**config.mk**
```make
export PLATFORM = sky130hd
export DESIGN_NAME = strain_touch_threshold_detector_unit
export DESIGN_NICKNAME = d
export VERILOG_FILES = /design/src/sv/sttd_pkg.sv /design/src/sv/strain_touch_threshold_detector_unit.sv /design/src/sv/sttd_recip_div.sv
export SDC_FILE = /design/constraint.sdc
export NUM_CORES = 1
export LEC_CHECK = 0
export CORE_MARGIN = 4
export CORE_UTILIZATION = 35
export DETAILED_ROUTE_END_ITERATION = 7
export DONT_BUFFER_PORTS = 1
export GPL_ROUTABILITY_DRIVEN = 1
export GPL_TIMING_DRIVEN = 0
export PLACE_DENSITY = 0.49
export SYNTH_ARGS = -nofsm -noshare
export SYNTH_HDL_FRONTEND = slang
export SYNTH_SLANG_ARGS = --single-unit
```
**constraint.sdc**
```tcl
create_clock -name clk -period 4.7 [get_ports clk]
set_input_delay 1.41 -clock clk [delete_from_list [all_inputs] [get_ports clk]]
set_output_delay 1.41 -clock clk [all_outputs]
set_load 0.02 [all_outputs]
```
**src/sv/sttd_pkg.sv**
```systemverilog
// ----------------------------------------------------------------------------
// Strain touch threshold detector package
// Shared widths, command codes, register indexes and reset constants.
// ----------------------------------------------------------------------------
package sttd_pkg;

    localparam int WINDOW_DEFAULT       = 8;
    localparam int THRESH_BLOCK_DEFAULT = 16;

    localparam int SAMPLE_W = 10;
    localparam int ADJ_W    = 11;
    localparam int CMD_W    = 2;

    typedef logic [CMD_W-1:0] cmd_t;

    localparam cmd_t CMD_SAMPLE   = 2'd0;
    localparam cmd_t CMD_SET_ZERO = 2'd1;
    localparam cmd_t CMD_PRIME    = 2'd2;

    typedef logic reg_index_t;

    localparam reg_index_t REG_TRIGGER_ENABLE = 1'b0;
    localparam reg_index_t REG_NEGATIVE_LIMIT = 1'b1;

    localparam logic               TRIGGER_ENABLE_RESET = 1'b1;
    localparam logic signed [10:0] NEG_LIMIT_RESET      = -11'sd100;

endpackage

```
**src/sv/strain_touch_threshold_detector_unit.sv**
```systemverilog
// ----------------------------------------------------------------------------
// Strain touch threshold detector
// Moving-average strain detector with block-averaged threshold and a
// negative limit; the sample window is held in a synchronous memory.
// ----------------------------------------------------------------------------
// The result is registered in the s1, s2 and output stages in that order.
// Throughput: one transaction per cycle while the output is not stalled,
// set by the window memory that is read one entry ahead of the write
// pointer and written once per sample.
// Back pressure on the output stalls a three-stage pipeline stage by stage.
// Reset clears the valid flags, not the window memory; no clearing pass is needed.
// ----------------------------------------------------------------------------
module strain_touch_threshold_detector_unit #(
    parameter int WINDOW       = sttd_pkg::WINDOW_DEFAULT,
    parameter int THRESH_BLOCK = sttd_pkg::THRESH_BLOCK_DEFAULT
) (
    input  logic        clk,
    input  logic        rst_n,
    input  logic        s_axis_tvalid,
    output logic        s_axis_tready,
    input  logic [31:0] s_axis_tdata,   // strain_sample, threshold_sample, zero_value
    input  logic [1:0]  s_axis_tuser,   // cmd
    output logic        m_axis_tvalid,
    input  logic        m_axis_tready,
    output logic [23:0] m_axis_tdata,   // adjusted, threshold_average, touched
    input  logic        cfg_valid,
    output logic        cfg_ready,
    input  logic        cfg_index,
    input  logic [10:0] cfg_data
);

    localparam int SW     = sttd_pkg::SAMPLE_W;
    localparam int PTR_W  = $clog2(WINDOW);
    localparam int CNT_W  = $clog2(THRESH_BLOCK);
    localparam int WSUM_W = SW + $clog2(WINDOW);
    localparam int TSUM_W = SW + $clog2(THRESH_BLOCK);

    logic               trig_en_reg;
    logic signed [10:0] neg_limit_reg;

    logic               s_fire;
    sttd_pkg::cmd_t     cmd;
    logic [SW-1:0]      strain;
    logic [SW-1:0]      thr;
    logic [SW-1:0]      zval;

    logic [SW-1:0]      mem [WINDOW];
    logic [SW-1:0]      rd_data_reg;
    logic               wr_en;

    logic [PTR_W-1:0]   ptr_reg, ptr_next;
    logic [WINDOW-1:0]  valid_reg, valid_next;
    logic [WSUM_W-1:0]  wsum_reg, wsum_next;
    logic [SW-1:0]      base_reg, base_next;
    logic [TSUM_W-1:0]  tsum_reg, tsum_next, tsum_add;
    logic [CNT_W-1:0]   cnt_reg, cnt_next;
    logic [SW-1:0]      old_entry;
    logic               thr_acc;
    logic               blk_done;

    logic               s1_valid_reg, s1_sample_reg, s1_blk_reg;
    logic [WSUM_W-1:0]  s1_wsum_reg;
    logic [TSUM_W-1:0]  s1_tblk_reg;
    logic [SW-1:0]      s1_base_reg;

    logic               s2_valid_reg, s2_sample_reg, s2_blk_reg;
    logic [SW-1:0]      s2_base_reg;
    logic [SW-1:0]      wq, tq;

    logic               out_valid_reg;
    logic [23:0]        out_data_reg;
    logic [SW-1:0]      avg_reg, avg_next;
    logic signed [11:0] adj_full;
    logic               touched;

    logic               ready1, ready2, ready3;

    assign cmd    = s_axis_tuser;
    assign strain = s_axis_tdata[9:0];
    assign thr    = s_axis_tdata[19:10];
    assign zval   = s_axis_tdata[29:20];

    assign ready3        = !out_valid_reg || m_axis_tready;
    assign ready2        = !s2_valid_reg || ready3;
    assign ready1        = !s1_valid_reg || ready2;
    assign s_axis_tready = ready1;
    assign s_fire        = s_axis_tvalid && ready1;

    assign cfg_ready = 1'b1;

    always_ff @(posedge clk or negedge rst_n)
    begin
        if (!rst_n)
        begin
            trig_en_reg   <= sttd_pkg::TRIGGER_ENABLE_RESET;
            neg_limit_reg <= sttd_pkg::NEG_LIMIT_RESET;
        end
        else if (cfg_valid)
        begin
            case (cfg_index)
                sttd_pkg::REG_TRIGGER_ENABLE: trig_en_reg   <= cfg_data[0];
                sttd_pkg::REG_NEGATIVE_LIMIT: neg_limit_reg <= cfg_data;
                default: ;
            endcase
        end
    end

    always_comb
    begin
        ptr_next   = ptr_reg;
        valid_next = valid_reg;
        wsum_next  = wsum_reg;
        base_next  = base_reg;
        tsum_next  = tsum_reg;
        cnt_next   = cnt_reg;
        wr_en      = 1'b0;
        thr_acc    = 1'b0;
        blk_done   = 1'b0;
        old_entry  = valid_reg[ptr_reg] ? rd_data_reg : base_reg;
        tsum_add   = tsum_reg + TSUM_W'(thr);
        if (s_fire)
        begin
            case (cmd)
                sttd_pkg::CMD_SAMPLE:
                begin
                    wsum_next           = wsum_reg - WSUM_W'(old_entry) + WSUM_W'(strain);
                    wr_en               = 1'b1;
                    valid_next[ptr_reg] = 1'b1;
                    ptr_next            = (ptr_reg == PTR_W'(WINDOW - 1)) ?
                                          '0 : ptr_reg + 1'b1;
                    thr_acc             = 1'b1;
                end
                sttd_pkg::CMD_SET_ZERO:
                begin
                    base_next  = zval;
                    valid_next = '0;
                    wsum_next  = WSUM_W'(zval) * WSUM_W'(WINDOW);
                end
                sttd_pkg::CMD_PRIME:
                begin
                    thr_acc = 1'b1;
                end
                default: ;
            endcase
        end
        if (thr_acc)
        begin
            if (cnt_reg == CNT_W'(THRESH_BLOCK - 1))
            begin
                blk_done  = 1'b1;
                tsum_next = '0;
                cnt_next  = '0;
            end
            else
            begin
                tsum_next = tsum_add;
                cnt_next  = cnt_reg + 1'b1;
            end
        end
    end

    always_ff @(posedge clk)
    begin
        if (wr_en)
        begin
            mem[ptr_reg] <= strain;
        end
        rd_data_reg <= mem[ptr_next];
    end

    always_ff @(posedge clk or negedge rst_n)
    begin
        if (!rst_n)
        begin
            ptr_reg   <= '0;
            valid_reg <= '0;
            wsum_reg  <= '0;
            base_reg  <= '0;
            tsum_reg  <= '0;
            cnt_reg   <= '0;
        end
        else
        begin
            ptr_reg   <= ptr_next;
            valid_reg <= valid_next;
            wsum_reg  <= wsum_next;
            base_reg  <= base_next;
            tsum_reg  <= tsum_next;
            cnt_reg   <= cnt_next;
        end
    end

    always_ff @(posedge clk or negedge rst_n)
    begin
        if (!rst_n)
        begin
            s1_valid_reg <= 1'b0;
            s2_valid_reg <= 1'b0;
        end
        else
        begin
            if (ready1)
            begin
                s1_valid_reg <= s_axis_tvalid;
            end
            if (ready2)
            begin
                s2_valid_reg <= s1_valid_reg;
            end
        end
    end

    always_ff @(posedge clk)
    begin
        if (s_fire)
        begin
            s1_sample_reg <= (cmd == sttd_pkg::CMD_SAMPLE);
            s1_blk_reg    <= blk_done;
            s1_wsum_reg   <= wsum_next;
            s1_tblk_reg   <= tsum_add;
            s1_base_reg   <= base_next;
        end
        if (ready2 && s1_valid_reg)
        begin
            s2_sample_reg <= s1_sample_reg;
            s2_blk_reg    <= s1_blk_reg;
            s2_base_reg   <= s1_base_reg;
        end
    end

    sttd_recip_div #(
        .DIVISOR    (WINDOW),
        .DIVIDEND_W (WSUM_W),
        .QUOTIENT_W (SW)
    ) u_window_div (
        .clk      (clk),
        .en       (ready2 && s1_valid_reg),
        .dividend (s1_wsum_reg),
        .quotient (wq)
    );

    sttd_recip_div #(
        .DIVISOR    (THRESH_BLOCK),
        .DIVIDEND_W (TSUM_W),
        .QUOTIENT_W (SW)
    ) u_thresh_div (
        .clk      (clk),
        .en       (ready2 && s1_valid_reg),
        .dividend (s1_tblk_reg),
        .quotient (tq)
    );

    always_comb
    begin
        avg_next = s2_blk_reg ? tq : avg_reg;
        adj_full = $signed({2'b00, wq}) - $signed({2'b00, s2_base_reg});
        touched  = s2_sample_reg && trig_en_reg &&
                   ((adj_full >= $signed({2'b00, avg_next})) ||
                    (adj_full <= $signed({neg_limit_reg[10], neg_limit_reg})));
    end

    always_ff @(posedge clk or negedge rst_n)
    begin
        if (!rst_n)
        begin
            out_valid_reg <= 1'b0;
            avg_reg       <= '0;
        end
        else
        begin
            if (ready3)
            begin
                out_valid_reg <= s2_valid_reg;
            end
            if (ready3 && s2_valid_reg)
            begin
                avg_reg <= avg_next;
            end
        end
    end

    always_ff @(posedge clk)
    begin
        if (ready3 && s2_valid_reg)
        begin
            out_data_reg <= {2'b00, touched, avg_next, adj_full[10:0]};
        end
    end

    assign m_axis_tvalid = out_valid_reg;
    assign m_axis_tdata  = out_data_reg;

`ifndef NO_ASSERTIONS
    a_zero_clears_valid: assert property (@(posedge clk) disable iff (!rst_n)
        (s_fire && cmd == sttd_pkg::CMD_SET_ZERO) |=> (valid_reg == '0))
        else $error("Set-zero transaction did not invalidate the window.");

    a_ptr_range: assert property (@(posedge clk) disable iff (!rst_n)
        ptr_reg <= PTR_W'(WINDOW - 1))
        else $error("Window pointer out of range.");

    a_cnt_range: assert property (@(posedge clk) disable iff (!rst_n)
        cnt_reg <= CNT_W'(THRESH_BLOCK - 1))
        else $error("Threshold block count out of range.");

    a_stall_full: assert property (@(posedge clk) disable iff (!rst_n)
        !s_axis_tready |-> (s1_valid_reg && s2_valid_reg && out_valid_reg))
        else $error("Input stalled while the pipeline has room.");
`endif

endmodule

```
**src/sv/sttd_recip_div.sv**
```systemverilog
// ----------------------------------------------------------------------------
// Constant divider stage
// Divides an unsigned value by a constant through a registered multiply by
// the rounded-up reciprocal; the result is exact over the whole input range.
// ----------------------------------------------------------------------------
module sttd_recip_div #(
    parameter int DIVISOR    = sttd_pkg::WINDOW_DEFAULT,
    parameter int DIVIDEND_W = sttd_pkg::SAMPLE_W + $clog2(sttd_pkg::WINDOW_DEFAULT),
    parameter int QUOTIENT_W = sttd_pkg::SAMPLE_W
) (
    input  logic                  clk,
    input  logic                  en,
    input  logic [DIVIDEND_W-1:0] dividend,
    output logic [QUOTIENT_W-1:0] quotient
);

    localparam int              SHIFT  = DIVIDEND_W + $clog2(DIVISOR);
    localparam int              MULT_W = DIVIDEND_W + 2;
    localparam int              PROD_W = DIVIDEND_W + MULT_W;
    localparam longint unsigned MULT   =
        ((longint'(1) << SHIFT) + longint'(DIVISOR) - 1) / longint'(DIVISOR);

    logic [PROD_W-1:0] prod_reg;

    always_ff @(posedge clk)
    begin
        if (en)
        begin
            prod_reg <= PROD_W'(dividend) * PROD_W'(MULT_W'(MULT));
        end
    end

    assign quotient = prod_reg[SHIFT +: QUOTIENT_W];

endmodule

```
**After elaboration in Yosys (flattened, before gate mapping)**

Memory sizes are Yosys's and may differ from the RTL's. A register that Yosys moved wholly into a read port is not among the register bits.
Cells that the tools add are included.

- Register bits: 177
- Bits in writable memories: 80
- Bits of input ports: 51
- Output and inout port bits: 27
- Memories kept: 1

Memories:

| name | depth | bits a word | read ports | clocked after memory_dff | write ports | RTL line | RTL |
|---|---|---|---|---|---|---|---|
| mem | 8 | 10 | 1 | 1 | 1 | strain_touch_threshold_detector_unit.sv:47 | `logic [SW-1:0] mem [WINDOW];` |

- Add/subtract/negate cells: 6
- Order comparisons: 4
- Equality and inequality tests: 4
- Muxes and demuxes: 23
- Bitwise logic cells: 2
- Reduce and logical (&&, ||, !) cells: 19

Operator list:

| kind | number |
|---|---|
| 10-bit 2-to-1 mux | 4 |
| 13-bit case mux with 2 select lines | 1 |
| 8-bit case mux with 2 select lines | 1 |
| 14-bit by 10-bit adder with 14-bit output | 1 |
| 14-bit 2-to-1 mux | 1 |
| 13-bit by 10-bit adder with 13-bit output | 1 |
| 13-bit 2-to-1 mux | 1 |
| 13-bit by 10-bit subtractor with 13-bit output | 1 |
| 11-bit greater-or-equal comparator | 1 |
| 11-bit <= comparator | 1 |
| 10-bit by 10-bit subtractor with 11-bit output | 1 |
| 1-bit 2-to-1 mux | 9 |
| 3-bit 2-to-1 mux | 3 |
| 8-bit bitwise OR | 1 |
| 1-bit logical AND | 6 |
| 2-bit AND reduction | 3 |
| 4-bit by 1-bit adder with 4-bit output, second input constant | 1 |
| 4-bit equality test, second input constant | 1 |
| 1-bit logical OR | 4 |
| 3-bit by 4-bit less-than comparator with 1-bit output, second input constant | 1 |
| 4-bit 2-to-1 mux | 1 |
| 3-bit by 1-bit adder with 3-bit output, second input constant | 1 |
| 1-bit binary-select mux with 3-bit select | 1 |
| 1-bit demux with 3-bit select | 1 |
| 9 further kinds | 11 |

**Longest topological paths before layout**

Gate-level depths: netlist (run 1).

- Depth in word-level cells: 8
- Gate-level depth with buffers: 18

**Hierarchy**

From an unflattened synthesis (run 1), not the netlist that was laid out.

- Cells, all modules: 939
- Area, all modules: 11792.6 sq um

By module, submodules not included:

| module | times used | cells each | area an instance (sq um) |
|---|---|---|---|
| strain_touch_threshold_detector_unit | 1 | 919 | 11192.0 |
| sttd_recip_div | 2 | 10 | 300.3 |

**Worst setup path after synthesis (run 1)**

No wires, ideal clock.

- Path kind: flip-flop to flip-flop
- Start: reg ptr_reg[2]
- End: reg s1_wsum_reg[10], data pin
- Setup time: 0.261 ns
- Data arrival time: 3.470 ns
- Required time: 4.439 ns
- Setup slack: 0.968 ns
- Stages on the path, launching flop included: 18
- Buffers on the path: 2
- Period minus slack after synthesis: 3.732 ns
- Cells stage by stage: dfrtp_1 -> buf_1 -> nand3_1 -> a21oi_1 -> a211o_1 -> buf_2 -> mux2_1 -> ha_1 -> inv_1 -> ha_1 -> inv_1 -> fa_1 -> nand2b_1 -> a21oi_1 -> o22ai_1 -> o21ai_0 -> mux2i_1 -> nand2_1

- Word-level cells in the longest chain between the ends: 7

RTL lines:

| element | RTL line | RTL |
|---|---|---|
| from (decl) | strain_touch_threshold_detector_unit.sv:51 | `logic [PTR_W-1:0] ptr_reg, ptr_next;` |
| from (signal assigned) | strain_touch_threshold_detector_unit.sv:184 | `ptr_reg <= ptr_next;` |
| 1-bit binary-select mux with 3-bit select | strain_touch_threshold_detector_unit.sv:119 | `old_entry = valid_reg[ptr_reg] ? rd_data_reg : base_reg;` |
| 1-bit 2-to-1 mux (implied by the code) | strain_touch_threshold_detector_unit.sv:119 |  |
| 10-bit 2-to-1 mux | strain_touch_threshold_detector_unit.sv:119 |  |
| 13-bit by 10-bit subtractor with 13-bit output | strain_touch_threshold_detector_unit.sv:126 | `wsum_next = wsum_reg - WSUM_W'(old_entry) + WSUM_W'(strain);` |
| 13-bit by 10-bit adder with 13-bit output | strain_touch_threshold_detector_unit.sv:126 |  |
| 13-bit case mux with 2 select lines | strain_touch_threshold_detector_unit.sv:123 | `case (cmd)` |
| 13-bit 2-to-1 mux | strain_touch_threshold_detector_unit.sv:121 | `if (s_fire)` |
| via wsum_next[10] | strain_touch_threshold_detector_unit.sv:53 | `logic [WSUM_W-1:0] wsum_reg, wsum_next;` |
| to (signal assigned) | strain_touch_threshold_detector_unit.sv:219 | `s1_wsum_reg <= wsum_next;` |
| to (decl) | strain_touch_threshold_detector_unit.sv:62 | `logic [WSUM_W-1:0] s1_wsum_reg;` |

The timed path passes the listed nets, and every way through them passes these cells. The select of a mux whose other input is x is not followed.
A chain may end at the register's enable or synchronous reset.

**Worst setup path in the final report (run 1)**

- Start: reg ptr_reg[1]
- End: reg s1_wsum_reg[10], data pin

The elaborated chain is that of the path after synthesis.

==> results of run 1 <==
-- power by group through the flow --
| stage | logic, uW | registers, uW | clock network (uW) |
|---|---|---|---|
| after CTS | 3230 | 3260 | 2390 |
| after detailed placement | 3210 | 3300 | 0 |
| after global placement | 3170 | 3300 | 0 |
| final | 3190 | 3260 | 2310 |
| after global routing | 3640 | 3320 | 2480 |
| after floorplan | 2530 | 3220 | 0 |
-- cell usage after synthesis, types with 9 or more instances --
cell type and instances:
a21o_1 9, a21oi_1 24, a22o_1 16, clkbuf_1 9
dfrtp_1 69, dfxtp_1 10, edfxtp_1 166, fa_1 12
ha_1 57, inv_1 51, mux2_1 12, mux2_2 22
mux2i_1 44, nand2_1 84, nand2b_1 13, nand3_1 11
nor2_1 40, nor2b_1 11, o21a_1 12, o21ai_0 38
o21ai_1 9, o22ai_1 10, xnor2_1 18
-- kinds of logic after synthesis --
| logic type | Yosys count | share of synthesized area |
|---|---|---|
| AOI/OAI and AO/OA | 162 | 0.0975 |
| xor gates and xnor gates | 26 | 0.0197 |
| adders and majority gates | 69 | 0.0823 |
| and+or+nand+nor | 200 | 0.0833 |
| buffers and inverters | 75 | 0.0290 |
| muxes | 79 | 0.0730 |
| DFF | 253 | 0.615 |
| other | 2 | 0.000648 |
-- what timing repair did --
item                                    4_1_cts  5_1_grt
hold buffers                                  0        0
resized for setup                             0        1
endpoints found under the setup margin        0        3
-- worst max-delay path, stage by stage, from the launching register on --
cell	delay [ps]
dfrtp_1	410
buf_2	260
nor2_1	70
a211oi_1	220
a31oi_1	70
a211o_1	240
buf_2	230
mux2_1	360
ha_1	270
inv_1	50
ha_1	180
inv_1	60
fa_1	380
nand2b_1	200
a21oi_1	260
o22ai_1	210
o21ai_0	270
mux2i_1	230
nand2_1	90
-- cell type report --
cell class | count | area share
plain buffers | 24 | 0.0111
clock inverters | 12 | 0.0143
inverters | 51 | 0.0145
flip-flops and latches | 253 | 0.540
repair buffers | 4 | 0.00313
well taps | 442 | 0.0419
multi-input cells | 539 | 0.315
clock buffers | 42 | 0.0602
-- how the worst max path moves through the flow --
stage | startpoint | endpoint | slack [ps] | cells after the start
floorplan | ptr_reg[2]$_DFF_PN0_ | s1_wsum_reg[10]$_DFFE_PP_ | 970 | 17
global placement | s_axis_tuser[0] | mem[0][4]$_DFFE_PP_ | -260 | 5
detailed placement | ptr_reg[2]$_DFF_PN0_ | s1_wsum_reg[9]$_DFFE_PP_ | 300 | 14
CTS | ptr_reg[2]$_DFF_PN0_ | s1_wsum_reg[10]$_DFFE_PP_ | 260 | 17
global route | ptr_reg[1]$_DFF_PN0_ | s1_wsum_reg[10]$_DFFE_PP_ | 40 | 18
finish | ptr_reg[1]$_DFF_PN0_ | s1_wsum_reg[10]$_DFFE_PP_ | 390 | 18
-- layer usage --
layer  track usage  wire length, microns  vias up
li1              -                     -     3255
met1         0.187                 11200     3108
met2         0.219                 11100      121
met3        0.0240                  1040       39
met4        0.0417                   673        0
met5             0                     0        -
-- cell usage in the layout (no fill, tap or decap), drive strengths merged, types with 3 or more instances in the layout --
cell     count
a21o         9
buf         18
nand2       84
a211oi       7
o21a        12
a31oi        7
mux2        34
xnor2       18
nor3         8
nand3       11
and3         9
nor2        41
dfxtp       10
a22o        16
o211ai       6
bufinv       5
clkinv       6
clkbuf      52
nand2b      13
nor2b       11
conb         3
xor2         8
dfstp        8
inv         52
a21oi       26
dfrtp       69
nand4        6
fa          12
o31ai        5
mux2i       45
o22ai       10
or3          4
o21ai       47
a2111oi      3
edfxtp     166
ha          57
-- per-stage QoR --
| step | hold slack (ps) | setup WS, ps | cells | util |
|---|---|---|---|---|
| 6_report | 417 | 390 | 1367 | 0.404 |
| 3_3_place_gp | 403 | -261 | 1309 | 0.372 |
| 2_1_floorplan | 400 | 968 | 867 | - |
| 5_1_grt | 422 | 40.6 | 1367 | 0.404 |
| 3_5_place_dp | 405 | 299 | 1313 | 0.374 |
| 4_1_cts | 419 | 264 | 1367 | 0.404 |
==> impl_metrics.yaml, run 1 <==
run_status:
  status: "finished clean"
grt:
  antenna_found_initial: 0
  grt_max_degree: 78
  grt_pass1_vias: 6759
  grt.total_usage: 0.135
  grt_pass1_wl_microns: 38500
  grt_overflow: 0
worst_setup_path:
  start_kind: "register"
  worst-setup-path-type: "register to register"
  rr_worst_depth: 18
  reg2reg_to: "s1_wsum_reg[10]$_DFFE_PP_"
  end_kind: "register"
  cp.arrival_ps: 4600
  r2r-start: "ptr_reg[1]$_DFF_PN0_"
  crit_fanout: 10
  cp_data_required_time_ps: 4990
  regToRegSetupSlack_ps: 390
sta:
  finalHoldViolCount: 0
  setup_tns_ps: 0
  skew_ps: 8.43
  maxSlewHeadroom: 0.217
  setup_viol: 0
  rsz0062_at_grt: "false"
  fmax_ghz: 0.232
  maxSlewViolCount: 0
  max_slew.worst_pin.slew_ps: 1170
  fin_crit_sh: 0.917
  fin_crit_ps: 4310
finish:
  drive_gt1_frac: 0.120
  area_growth_pct: 13.9
  multi_input_area_sq_um: 4160
  fillers: 3061
  largest_reg_flops: 80
  num_antenna_cells: 0
  fin_area_sq_um: 13200
  regArea_sq_um: 7120
  final_nets: 1022
pwr:
  pwr-share-comb: 0.364
  vdd_drop_max_v: 0.000291
  power.density_nw_per_um2: 664
  p_sw_uw: 2960
  pwr-share-clk: 0.264
  p_leak_uw: 0.00526
  pwr-share-seq: 0.372
  p_sw_frac: 0.338
  intPower_uw: 5800
  total_power_uw: 8760
synth:
  synth_seq_cells: 253
  syn_avg_cell_area_sq_um: 13.4
  yosysWarnings: 0
  synth_top_area_share: 0.430
  synth_edf_count: 166
  synthCells: 866
  synth_top_area_cell: "edfxtp_1"
  netlist_area_sq_um: 11600
  ys.flop_type: "edfxtp_1"
  seq_area_frac_synth: 0.615
  synthArstFlopShare: 0.304
  synthDistinctLibCells: 70
  ys_top_cells_by_area: "edfxtp_1 (43%), dfrtp_1 (15%), ha_1 (6.2%)"
hold_path:
  holdPathStages: 0
  hp-start: "s1_tblk_reg[11]$_DFFE_PP_"
  hold_end: "u_thresh_div.prod_reg[25]$_DFFE_PP_"
  min_path_type: "register to register"
routing:
  wl_per_cell_microns: 17.5
  via_per_inst: 4.77
  num_vias: 6523
  ant_nets: 0
  firstDrtPassIters: 4
  wl_microns: 24000
  dr.first_iter.drc_count: 322
  drc: 0
floorplan:
  die_w_microns: 190
  core_area_sq_um: 32600
  std_cell_rows: 66
  die_area_sq_um: 36100
  io_pins: 78
  initial_core_util: 0.355
  die_h_microns: 190
placement:
  dp_hpwl_microns: 17000
  placed_cell_area_sq_um: 12200
  portBuffers: 0
  place.gp.congestion: 0.809
clock_tree:
  clockBufferDepth: 3
  clk_transition_reported_paths_ps: 60
  cts_max_level: 1
  cts-root-buf: "clkbuf_16"
  postCtsSetupBuffers: 0
  cts_tree: "yes"
  numCtsBuffers: 29
  insertion_delay_ps: 550
  clock-sinks: 253
run:
  cap_violations: 0
(Power assumes the default switching activity.)
==> inputs of run 2 (changes only) <==
ABC_CLOCK_PERIOD_IN_PS = 4700   (was default)
CORE_ASPECT_RATIO = 0.9   (was default)
==> impl_metrics.yaml, run 2 (synthesized netlist as in run 1, its figures left out) <==
run_status:
  status: "finished clean"
grt:
  grt_overflow: 0
  grt_max_degree: 78
  grt_pass1_vias: 6847
  antenna_found_initial: 0
  grt_pass1_wl_microns: 40700
  grt.total_usage: 0.145
floorplan:
  io_pins: 78
  std_cell_rows: 62
  die_w_microns: 200
  die_area_sq_um: 36100
  die_h_microns: 181
  initial_core_util: 0.359
  core_area_sq_um: 32300
routing:
  via_per_inst: 4.99
  num_vias: 6675
  wl_per_cell_microns: 19.2
  dr.first_iter.drc_count: 350
  firstDrtPassIters: 5
  wl_microns: 25800
  drc: 0
  ant_nets: 0
finish:
  drive_gt1_frac: 0.118
  fillers: 3043
  final_nets: 1021
  final_common_cell: "edfxtp_1"
  stdcell_count: 1338
  area_growth_pct: 12.7
  num_antenna_cells: 0
  largest_reg_flops: 80
  mostFrequentLayoutCells: "edfxtp_1 (166), nand2_1 (84), dfrtp_1 (69)"
worst_setup_path:
  r2r-start: "ptr_reg[1]$_DFF_PN0_"
  slowest_delay_ps: 390
  endpoint: "s1_wsum_reg[10]$_DFFE_PP_"
  crit_slowest_cell: "dfrtp_1"
  regToRegSetupSlack_ps: 290
  start_kind: "register"
  crit_fanout: 10
  worst-setup-path-type: "register to register"
  startpoint: "ptr_reg[1]$_DFF_PN0_"
  path_cells: "buf_2 > nor2_1 > a211oi_1 > a31oi_1 > a211o_1 > buf_2 > mux2_1 > ha_1 > inv_1 > ha_1 > inv_1 > fa_1 > nand2b_1 > a21oi_1 > o22ai_1 > o21ai_0 > mux2i_1 > nand2_1"
  end_kind: "register"
  cp.arrival_ps: 4690
  cp_data_required_time_ps: 4980
  reg2reg_to: "s1_wsum_reg[10]$_DFFE_PP_"
  rr_worst_depth: 18
sta:
  skew_ps: 9.15
  fin_crit_sh: 0.938
  max_slew.worst_pin.slew_ps: 1210
  setup_viol: 0
  fin_crit_ps: 4410
  maxSlewHeadroom: 0.193
  fmax_ghz: 0.227
  finalHoldViolCount: 0
  rsz0062_at_grt: "false"
  timing.final.ws_setup_ps: 291
  maxSlewViolCount: 0
clock_tree:
  cts_tree: "yes"
  numCtsBuffers: 27
  clock-sinks: 253
  clockBufferDepth: 3
  insertion_delay_ps: 540
  clk_transition_reported_paths_ps: 60
  ctsHoldBuffers: 0
  cts_max_level: 1
  cts-root-buf: "clkbuf_16"
hold_path:
  min_path_type: "register to register"
placement:
  dp.cells: 1287
  portBuffers: 0
  place.gp.congestion: 0.813
  dpl_worst_slack_ps: 267
  dp_hpwl_microns: 18400
pwr:
  vdd_drop_max_v: 0.000277
  power.density_nw_per_um2: 658
  p_leak_uw: 0.00520
run:
  cap_violations: 0
==> run 2: cell types whose count changed in the layout (fill, tap and decap cells not counted) <==
| cell | delta |
|---|---|
| inv_6 | +1 |
| clkinvlp_4 | +2 |
| clkbuf_1 | -6 |
| clkinv_2 | -1 |
| clkbuf_16 | -2 |
| bufinv_16 | -3 |
| buf_16 | +1 |
| clkinv_1 | +5 |
==> run 2: worst min-delay path by stage <==
stage / from / endpoint / slack [ps] / depth (start not counted)
6_report: s1_wsum_reg[5]$_DFFE_PP_ / u_window_div.prod_reg[18]$_DFFE_PP_ / 420 / 0
4_1_cts: s1_wsum_reg[11]$_DFFE_PP_ / u_window_div.prod_reg[24]$_DFFE_PP_ / 420 / 0
5_1_grt: s1_wsum_reg[8]$_DFFE_PP_ / u_window_div.prod_reg[21]$_DFFE_PP_ / 420 / 0
3_3_place_gp: s1_wsum_reg[6]$_DFFE_PP_ / u_window_div.prod_reg[19]$_DFFE_PP_ / 400 / 0
2_1_floorplan: s1_base_reg[0]$_DFFE_PP_ / s2_base_reg[0]$_DFFE_PP_ / 400 / 0
3_5_place_dp: s1_tblk_reg[5]$_DFFE_PP_ / u_thresh_div.prod_reg[19]$_DFFE_PP_ / 400 / 0
==> run 2: area by class of cell <==
type / instances / area, sq um / share of cell area
sequential: 253 / 7120 / 0.545
multi-input combinational: 539 / 4160 / 0.318
clock buffer: 34 / 722 / 0.0553
tap: 416 / 520 / 0.0398
inverter: 51 / 191 / 0.0147
buffer: 24 / 146 / 0.0112
clock inverter: 16 / 136 / 0.0104
timing repair buffer: 5 / 68.8 / 0.00527
==> run 2: where the power goes <==
part / leakage [uW] / internal (uW) / switching (uW)
registers: 0.00257 / 2960 / 298
logic: 0.00221 / 1400 / 1870
clock network: 0.000418 / 1200 / 873
==> run 2: stage by stage <==
stage / TNS, ps / power, uW / hold slack [ps] / utilization / area (sq um)
final: 0 / 8600 / 416 / 0.405 / 13100
after global routing: 0 / 9250 / 423 / 0.405 / 13100
after CTS: 0 / 8690 / 419 / 0.404 / 13000
after detailed placement: 0 / 6570 / 405 / 0.377 / 12200
after global placement: -813 / 6530 / 403 / 0.375 / 12100
after floorplan: 0 / 5750 / 400 / - / 11600
==> run 2: critical path: cells and delay by family, from the launching register on <==
kind / cells / cell delay (ps)
adder cells (fa/ha/maj): 3 / 840
AO/OA/AOI/OAI: 6 / 1360
AND/OR/NAND/NOR: 3 / 350
multiplexers: 2 / 560
buffers and inverters: 4 / 620
flip-flops: 1 / 390
==> run 2: what timing repair did <==
| item | in CTS | in global routing |
|---|---|---|
| gates resized for setup | 0 | 1 |
| setup endpoints to repair | 0 | 5 |
| buffers inserted | 0 | 0 |
==> run 2: routing by layer <==
| metal | up-vias | wire length (microns) | GRT usage | share of wire |
|---|---|---|---|---|
| li1 | 3250 | - | - | - |
| met1 | 3283 | 13100 | 0.219 | 0.51 |
| met2 | 106 | 11000 | 0.216 | 0.43 |
| met3 | 36 | 1170 | 0.0299 | 0.045 |
| met4 | 0 | 452 | 0.0285 | 0.018 |
| met5 | - | 0 | 0 | 0 |
